File: src/sv/tmq_pkg.sv
`timescale 1ns / 1ps
`default_nettype none

package tmq_pkg;

  localparam int CAPACITY = 32;

  localparam int CMD_W = 3;
  localparam int ST_W  = 2;
  localparam int CNT_W = 6;
  localparam int KEY_W = 18;

  // command codes
  localparam logic [CMD_W-1:0] CMD_ADD          = 3'd0;
  localparam logic [CMD_W-1:0] CMD_POP_ORDERED  = 3'd1;
  localparam logic [CMD_W-1:0] CMD_POP_ANY      = 3'd2;
  localparam logic [CMD_W-1:0] CMD_FLUSH_RANGE  = 3'd3;
  localparam logic [CMD_W-1:0] CMD_FLUSH_SENDER = 3'd4;
  localparam logic [CMD_W-1:0] CMD_COUNT_TURN   = 3'd5;
  localparam logic [CMD_W-1:0] CMD_EXPECTED_SEQ = 3'd6;

  // status codes
  localparam logic [ST_W-1:0] ST_OK        = 2'd0;
  localparam logic [ST_W-1:0] ST_NOT_FOUND = 2'd1;
  localparam logic [ST_W-1:0] ST_FULL      = 2'd2;

  localparam logic [KEY_W-1:0] KEY_SCALE = 18'd1000;

  typedef struct packed {
    logic [CMD_W-1:0] cmd;
    logic [31:0]      turn;
    logic [31:0]      last_turn;
    logic [7:0]       sender;
    logic [7:0]       seq_in;
    logic [15:0]      payload_tag;
    logic [15:0]      payload_len;
  } in_item_t;

  typedef struct packed {
    logic [ST_W-1:0]  status;
    logic [15:0]      tag_out;
    logic [15:0]      len_out;
    logic [CNT_W-1:0] count;
    logic [7:0]       seq_out;
  } out_item_t;

  typedef struct packed {
    logic [31:0] turn;
    logic [7:0]  sender;
    logic [7:0]  seq;
    logic [15:0] tag;
    logic [15:0] len;
  } slot_t;

  typedef struct packed {
    logic load;
    logic scan;
    logic finish;
  } dp_cmd_t;

  typedef struct packed {
    logic scan_done;
  } dp_stat_t;

endpackage

`default_nettype wire

File: src/sv/tmq_ctrl.sv
`timescale 1ns / 1ps
`default_nettype none

module tmq_ctrl (
  input  wire logic              clk,
  input  wire logic              rst_n,
  input  wire logic              in_valid,
  output logic                   in_ready,
  output logic                   out_valid,
  input  wire logic              out_ready,
  output tmq_pkg::dp_cmd_t       dp_cmd,
  input  wire tmq_pkg::dp_stat_t dp_stat
);

  localparam logic [1:0] S_IDLE   = 2'd0;
  localparam logic [1:0] S_SCAN   = 2'd1;
  localparam logic [1:0] S_FINISH = 2'd2;
  localparam logic [1:0] S_OUT    = 2'd3;

  logic [1:0] state_r;
  logic [1:0] state_nxt;

  always_comb begin
    state_nxt = state_r;
    case (state_r)
      S_IDLE: begin
        if (in_valid) state_nxt = S_SCAN;
      end
      S_SCAN: begin
        if (dp_stat.scan_done) state_nxt = S_FINISH;
      end
      S_FINISH: begin
        state_nxt = S_OUT;
      end
      S_OUT: begin
        if (out_ready) state_nxt = S_IDLE;
      end
      default: begin
        state_nxt = S_IDLE;
      end
    endcase
  end

  always_ff @(posedge clk) begin
    if (!rst_n) begin
      state_r <= S_IDLE;
    end else begin
      state_r <= state_nxt;
    end
  end

  assign in_ready      = (state_r == S_IDLE);
  assign out_valid     = (state_r == S_OUT);
  assign dp_cmd.load   = (state_r == S_IDLE) && in_valid;
  assign dp_cmd.scan   = (state_r == S_SCAN);
  assign dp_cmd.finish = (state_r == S_FINISH);

endmodule

`default_nettype wire

File: src/sv/tmq_dpath.sv
`timescale 1ns / 1ps
`default_nettype none

module tmq_dpath #(
  parameter int CAPACITY = tmq_pkg::CAPACITY
) (
  input  wire logic              clk,
  input  wire logic              rst_n,
  input  wire tmq_pkg::dp_cmd_t  dp_cmd,
  output tmq_pkg::dp_stat_t      dp_stat,
  input  wire tmq_pkg::in_item_t in_data,
  output tmq_pkg::out_item_t     out_data
);

  localparam int IW = (CAPACITY > 1) ? $clog2(CAPACITY) : 1;
  localparam logic [IW:0] LAST_SLOT = (IW + 1)'(CAPACITY - 1);
  localparam int CW = tmq_pkg::CNT_W;
  localparam int KW = tmq_pkg::KEY_W;

  tmq_pkg::slot_t mem [CAPACITY];

  tmq_pkg::in_item_t  item_r;
  logic [CAPACITY-1:0] valid_r;
  logic [IW-1:0]       high_mark_r;

  logic [IW:0]         rd_idx_r;
  logic                proc_v_r;
  logic [IW-1:0]       proc_idx_r;
  tmq_pkg::slot_t      rd_data_r;
  logic                rd_vld_r;

  logic                stop_r;
  logic                found_r;
  logic [IW-1:0]       pick_r;
  logic [KW-1:0]       best_key_r;
  logic [15:0]         best_tag_r;
  logic [15:0]         best_len_r;
  logic [CW-1:0]       count_r;
  logic [7:0]          seq_r;
  tmq_pkg::out_item_t  out_r;

  logic [IW:0]         limit;
  logic                rd_live;
  tmq_pkg::slot_t      eff;
  logic                occ;
  logic [KW-1:0]       key;
  logic                turn_eq;
  logic                sender_eq;
  logic                in_range;
  logic                proc_en;
  logic [CW-1:0]       count_inc;
  tmq_pkg::out_item_t  res;

  assign limit   = (item_r.cmd == tmq_pkg::CMD_ADD) ? LAST_SLOT : {1'b0, high_mark_r};
  assign rd_live = dp_cmd.scan && !stop_r && (rd_idx_r <= limit);
  assign dp_stat.scan_done = dp_cmd.scan && !proc_v_r && (stop_r || (rd_idx_r > limit));

  // a slot whose valid bit is off reads as all zero
  assign eff       = rd_vld_r ? rd_data_r : '0;
  assign occ       = (eff.len != 16'd0);
  assign key       = KW'(eff.seq) + KW'(eff.sender) * tmq_pkg::KEY_SCALE;
  assign turn_eq   = (eff.turn == item_r.turn);
  assign sender_eq = (eff.sender == item_r.sender);
  assign in_range  = ((item_r.turn == 32'd0) && (item_r.last_turn == 32'd0)) ||
                     ((item_r.turn <= eff.turn) && (eff.turn <= item_r.last_turn));
  assign proc_en   = dp_cmd.scan && proc_v_r && !stop_r;
  assign count_inc = (count_r == {CW{1'b1}}) ? count_r : count_r + CW'(1);

  // slot table
  always_ff @(posedge clk) begin
    if (dp_cmd.finish && (item_r.cmd == tmq_pkg::CMD_ADD) && found_r) begin
      mem[pick_r] <= '{turn:   item_r.turn,
                       sender: item_r.sender,
                       seq:    item_r.seq_in,
                       tag:    item_r.payload_tag,
                       len:    item_r.payload_len};
    end
    if (rd_live) begin
      rd_data_r <= mem[rd_idx_r[IW-1:0]];
    end
  end

  // read stage and valid bits
  always_ff @(posedge clk) begin
    if (!rst_n) begin
      valid_r     <= '0;
      high_mark_r <= '0;
      proc_v_r    <= 1'b0;
    end else begin
      proc_v_r <= rd_live;
      if (proc_en && occ) begin
        case (item_r.cmd)
          tmq_pkg::CMD_POP_ANY:      valid_r[proc_idx_r] <= 1'b0;
          tmq_pkg::CMD_FLUSH_RANGE:  if (in_range) valid_r[proc_idx_r] <= 1'b0;
          tmq_pkg::CMD_FLUSH_SENDER: if (sender_eq) valid_r[proc_idx_r] <= 1'b0;
          default: ;
        endcase
      end
      if (dp_cmd.finish && found_r) begin
        case (item_r.cmd)
          tmq_pkg::CMD_ADD: begin
            valid_r[pick_r] <= 1'b1;
            if (pick_r > high_mark_r) high_mark_r <= pick_r;
          end
          tmq_pkg::CMD_POP_ORDERED: valid_r[pick_r] <= 1'b0;
          default: ;
        endcase
      end
    end
  end

  always_ff @(posedge clk) begin
    if (rd_live) begin
      rd_vld_r   <= valid_r[rd_idx_r[IW-1:0]];
      proc_idx_r <= rd_idx_r[IW-1:0];
      rd_idx_r   <= rd_idx_r + (IW + 1)'(1);
    end
    if (dp_cmd.load) begin
      item_r   <= in_data;
      rd_idx_r <= '0;
      stop_r   <= 1'b0;
      found_r  <= 1'b0;
      count_r  <= '0;
      seq_r    <= 8'd1;
      best_tag_r <= '0;
      best_len_r <= '0;
      best_key_r <= '0;
      pick_r     <= '0;
    end else if (proc_en) begin
      case (item_r.cmd)
        tmq_pkg::CMD_ADD: begin
          if (!occ) begin
            stop_r  <= 1'b1;
            found_r <= 1'b1;
            pick_r  <= proc_idx_r;
          end
        end
        tmq_pkg::CMD_POP_ORDERED: begin
          // strict compare keeps the lowest index on equal keys
          if ((key != '0) && occ && turn_eq && (!found_r || (key < best_key_r))) begin
            found_r    <= 1'b1;
            pick_r     <= proc_idx_r;
            best_key_r <= key;
            best_tag_r <= eff.tag;
            best_len_r <= eff.len;
          end
        end
        tmq_pkg::CMD_POP_ANY: begin
          if (occ) begin
            stop_r     <= 1'b1;
            found_r    <= 1'b1;
            best_tag_r <= eff.tag;
            best_len_r <= eff.len;
          end
        end
        tmq_pkg::CMD_FLUSH_RANGE: begin
          if (in_range) count_r <= count_inc;
        end
        tmq_pkg::CMD_COUNT_TURN: begin
          if (turn_eq) count_r <= count_inc;
        end
        tmq_pkg::CMD_EXPECTED_SEQ: begin
          if (turn_eq && sender_eq && occ) seq_r <= seq_r + 8'd1;
        end
        default: ;
      endcase
    end
    if (dp_cmd.finish) begin
      out_r <= res;
    end
  end

  always_comb begin
    res = '0;
    res.status = tmq_pkg::ST_OK;
    case (item_r.cmd)
      tmq_pkg::CMD_ADD: begin
        if (!found_r) res.status = tmq_pkg::ST_FULL;
      end
      tmq_pkg::CMD_POP_ORDERED, tmq_pkg::CMD_POP_ANY: begin
        if (found_r) begin
          res.tag_out = best_tag_r;
          res.len_out = best_len_r;
        end else begin
          res.status = tmq_pkg::ST_NOT_FOUND;
        end
      end
      tmq_pkg::CMD_FLUSH_RANGE, tmq_pkg::CMD_COUNT_TURN: begin
        res.count = count_r;
      end
      tmq_pkg::CMD_EXPECTED_SEQ: begin
        res.seq_out = seq_r;
      end
      default: ;
    endcase
  end

  assign out_data = out_r;

endmodule

`default_nettype wire

File: src/sv/turn_tagged_message_queue_unit.sv
// Turn-tagged message queue over a table of CAPACITY slots.
// Input channel (in_valid / in_ready / in_data) takes one command item; the
// result channel (out_valid / out_ready / out_data) returns exactly one
// result item for it. One command is in flight at a time: in_ready is high
// only while the unit is idle.
// Each command is accepted, then scanned one slot per cycle through the slot
// memory's registered read port (slots 0 up to the high-water mark, or the
// whole table for an add, ending early once an add or a pop-any finds its
// slot); the unit then sees the scan end, commits in a finish state and
// presents the result. The next item is taken the cycle after the result
// is accepted.
// Reset (rst_n low at a clock edge) clears every slot's valid bit, so the
// whole table reads as zero and free at once, and zeroes the high-water
// mark; no clearing pass is needed.
// A stalled receiver holds out_valid and out_data steady; no new item is
// taken until the result leaves.
`timescale 1ns / 1ps
`default_nettype none

module turn_tagged_message_queue_unit #(
  parameter int CAPACITY = tmq_pkg::CAPACITY
) (
  input  wire logic              clk,
  input  wire logic              rst_n,
  input  wire logic              in_valid,
  output logic                   in_ready,
  input  wire tmq_pkg::in_item_t in_data,
  output logic                   out_valid,
  input  wire logic              out_ready,
  output tmq_pkg::out_item_t     out_data
);

  tmq_pkg::dp_cmd_t  dp_cmd;
  tmq_pkg::dp_stat_t dp_stat;

  tmq_ctrl u_ctrl (
    .clk       (clk),
    .rst_n     (rst_n),
    .in_valid  (in_valid),
    .in_ready  (in_ready),
    .out_valid (out_valid),
    .out_ready (out_ready),
    .dp_cmd    (dp_cmd),
    .dp_stat   (dp_stat)
  );

  tmq_dpath #(
    .CAPACITY (CAPACITY)
  ) u_dpath (
    .clk      (clk),
    .rst_n    (rst_n),
    .dp_cmd   (dp_cmd),
    .dp_stat  (dp_stat),
    .in_data  (in_data),
    .out_data (out_data)
  );

endmodule

`default_nettype wire

File: config.mk
export PLATFORM = sky130hd
export DESIGN_NAME = turn_tagged_message_queue_unit
export DESIGN_NICKNAME = d
export VERILOG_FILES = /design/src/sv/tmq_pkg.sv /design/src/sv/tmq_ctrl.sv /design/src/sv/tmq_dpath.sv /design/src/sv/turn_tagged_message_queue_unit.sv
export SDC_FILE = /design/constraint.sdc
export NUM_CORES = 2
export LEC_CHECK = 0
export BUFFER_PORTS_ARGS = -buffer_cell sky130_fd_sc_hd__clkbuf_2
export CAP_MARGIN = 40
export CORE_MARGIN = 2
export CORE_UTILIZATION = 60
export CTS_BUF_LIST = sky130_fd_sc_hd__clkbuf_4 sky130_fd_sc_hd__clkbuf_8
export DETAILED_ROUTE_END_ITERATION = 12
export PLACE_DENSITY = 0.76
export SLEW_MARGIN = 20
export SYNTH_ARGS = -nofsm -noshare
export SYNTH_HDL_FRONTEND = slang
export SYNTH_SLANG_ARGS = --single-unit
File: constraint.sdc
create_clock -name clk -period 18.8 [get_ports clk]
set_clock_uncertainty 0.2 [all_clocks]
set_input_delay 1.88 -clock clk [delete_from_list [all_inputs] [get_ports clk]]
set_output_delay 1.88 -clock clk [all_outputs]
set_load 0.1 [all_outputs]
==> metrics.txt <==
status finished clean; crit path time final 8.675 ns; Cell Area, Synth 114600 um^2; Syn-to-layout area delta 13.34%; CTS buffer count 452; Hold-fix buffers, CTS 0; largest stage delay on the critical path 0.75 ns; Max IR drop VDD 0.0001493 V; die height 441.1 um; largest net degree at the start of global routing 148; largest area contributor in the synthesized netlist edfxtp_1; Yosys cell types 73; R2R cell count 26; post-DR wirelength/cell 32.19 um; commonest register cell after synthesis edfxtp_1; Root Buffer clkbuf_8; worst path bufs/invs 4; DP Area 120400 um^2; Worst Tran Pin Value 1.023 ns; Total GRT Usage 29.03%; fmax 115.3 MHz; clock edge transition at the registers on the reported setup and hold paths 0.06 ns; setup_tns 0 ns; Reg2Reg Capture Point u_dpath.best_len_r[0]; Max Slew Vio Count 0; Crit Path Class register to register; initial antenna violation count 6; aggregate global routing overflow 0; Crit path arrival time 9.50 ns; htree depth 5; starting density of the core 60.35%; Post-synth EDFFs 2809; DR vias/cell 6.626; post-synth net total 5501; Final Hold Fails 0; post-synthesis sequential area ratio 75.62%; # rows 160; RSZ-0062 raised after global routing no; die area 194600 um^2; Top Ports 169; top-count cell post-synth edfxtp_1; Post-DRT Antenna Nets 0; vias in the first global route 57130; family with the most delay on the worst path simple AND/OR/NAND/NOR gates; Buffers on Ports 168; critical path data required time 19.63 ns; max_slew headroom 31.77%; CP most frequent cell ha_1; top cells by area, synth edfxtp_1 (74%), mux4_2 (16%), dfxtp_1 (2.0%); synth cell count leaders edfxtp_1 (2809), mux4_2 (810), clkbuf_1 (202); worst min-delay path endpoint u_dpath.best_tag_r[0]; TritonCTS clock tree built; worst hold slack 0.2506 ns; fin crit share 46.14%; Final Cell Area 129900 um^2; hold path start u_dpath.best_tag_r[0]; Yosys warnings 0; reg-to-reg startpoint u_dpath.rd_vld_r; Avg Cell Area, Syn 21.95 um^2; R2R Setup Slk 10.13 ns; Yosys reg bits 2926; final setup vio count 0; Die W 441.1 um; DP HPWL 152200 um; pwr/cell area 130.0 nW/um^2; Hold/Removal Path Class register to register; Initial DRC Count 8051; fin nets 6117; Pre-antenna DRT Iters 6; Worst Setup End Kind register; asr flop ratio synth 0%; hold depth 2; Filler cells 11200; Post-CTS Resized 0; DRC 0; share of cells above drive strength 1 33.45%; first-pass GRT wire length 399400 um; core box area 190000 um^2; cell count after synthesis 5224; clock sinks 2926; Worst path slowest cell edfxtp_1; Synth top area share 73.57%; Leakage 41.63 nW; WL final 280400 um; Post-CTS Setup Bufs 0; DR vias 57710; crit path max fanout 53; Worst-Skew Late Latency 1.13 ns; max-cap viol count 0; Worst setup SP type register; Final GP Congestion 0.8775; CTS Buffer Depth 4
-- sequential cells by signal, indices dropped and copies added, names as in the netlist, 6 cells and up --
register            count
u_dpath.best_len_r     16
u_dpath.out_data       48
u_dpath.best_key_r     18
u_dpath.item_r        115
u_dpath.count_r         6
u_dpath.rd_idx_r        6
u_dpath.best_tag_r     16
u_dpath.mem          2560
u_dpath.valid_r        32
u_dpath.seq_r           8
u_dpath.rd_data_r      80
-- layout by cell type, fill, tap and decap left out, types with 34 or more instances in the layout --
master	n
a21o_1	35
a21oi_1	48
and2_1	34
and3_1	41
buf_16	38
buf_4	129
buf_8	52
clkbuf_2	168
clkbuf_4	150
clkbuf_8	471
clkinv_1	117
clkinv_2	49
dfxtp_1	112
edfxtp_1	2809
ha_1	138
inv_1	133
mux2_2	81
mux4_2	810
nand2_1	111
nand4_1	60
nor2_1	95
o21ai_1	34
-- final cells by class --
class                           count  area, um^2  share of cell area [%]
Multi-Input combinational cell   1906       26720                   20.56
Antenna cell                        5       12.51                0.009629
Clock inverter                    187        1025                  0.7886
Clock buffer                      621        7609                   5.855
Timing Repair Buffer              420        4210                   3.240
Tap cell                         2511        3142                   2.418
Inverter                          134       510.5                  0.3929
Sequential cell                  2926       86710                   66.73
-- worst max-delay path by stage --
| stage | startpoint | to | slack (ns) | cells past startpoint |
|---|---|---|---|---|
| 6_report | u_dpath.rd_vld_r | u_dpath.best_len_r[0] | 10.13 | 26 |
| 3_3_place_gp | u_dpath.rd_vld_r | u_dpath.best_len_r[9] | 9.99 | 26 |
| 4_1_cts | u_dpath.rd_vld_r | u_dpath.best_len_r[0] | 10.16 | 26 |
| 5_1_grt | u_dpath.rd_vld_r | u_dpath.best_len_r[8] | 9.60 | 26 |
| 3_5_place_dp | u_dpath.rd_vld_r | u_dpath.best_len_r[7] | 10.13 | 26 |
| 2_1_floorplan | u_dpath.item_r[113] | u_dpath.rd_idx_r[3] | 5.80 | 13 |
-- power by group --
group | switching, mW | total [mW] | internal [mW]
Sequential | 0.171 | 7.83 | 7.66
Clock | 2.37 | 5.08 | 2.71
Combinational | 2.27 | 3.98 | 1.70
Total | 4.82 | 16.9 | 12.1
-- metal layers --
metal	track usage (%)	part of all wire [%]	vias up
li1	-	-	23220
met1	41.28	37	30170
met2	45.91	48	3681
met3	5.923	11	634
met4	9.765	3.3	6
met5	0	0.010	-
-- through the flow --
step / worst slack [ns] / power, mW / instances / util, %
global placement: 9.989 / 11.71 / 7781 / 62.66
finish: 10.13 / 16.89 / 8710 / 68.40
global route: 9.599 / 17.57 / 8708 / 68.39
floorplan: 5.805 / 10.86 / 5224 / -
detailed placement: 10.13 / 11.85 / 7843 / 63.38
CTS: 10.16 / 16.87 / 8651 / 67.92
-- logic make-up (layout without fill, tap and decap cells) --
group           Yosys count  in the layout  synth area share [%]
compound gates          276            276                 1.648
xor+xnor                 47             47                0.3721
fa+ha+maj               159            159                 1.859
buf+inv                 392           1362                 1.306
flops                  2926           2926                 75.62
mux                     909            909                 16.86
other cells               0              5                     0
simple gates            515            515                 2.335
-- worst register-to-register path: cells and delay by family (launching register included) --
family                     cells  cell delay (ns)
and+or+nand+nor                9             2.44
adders and majority gates      6             2.21
AOI/OAI and AO/OA              6             1.77
buffers and inverters          4             0.99
DFF                            1             0.75
xor gates and xnor gates       1             0.32
Note: power is estimated with default switching activity, not from simulation.
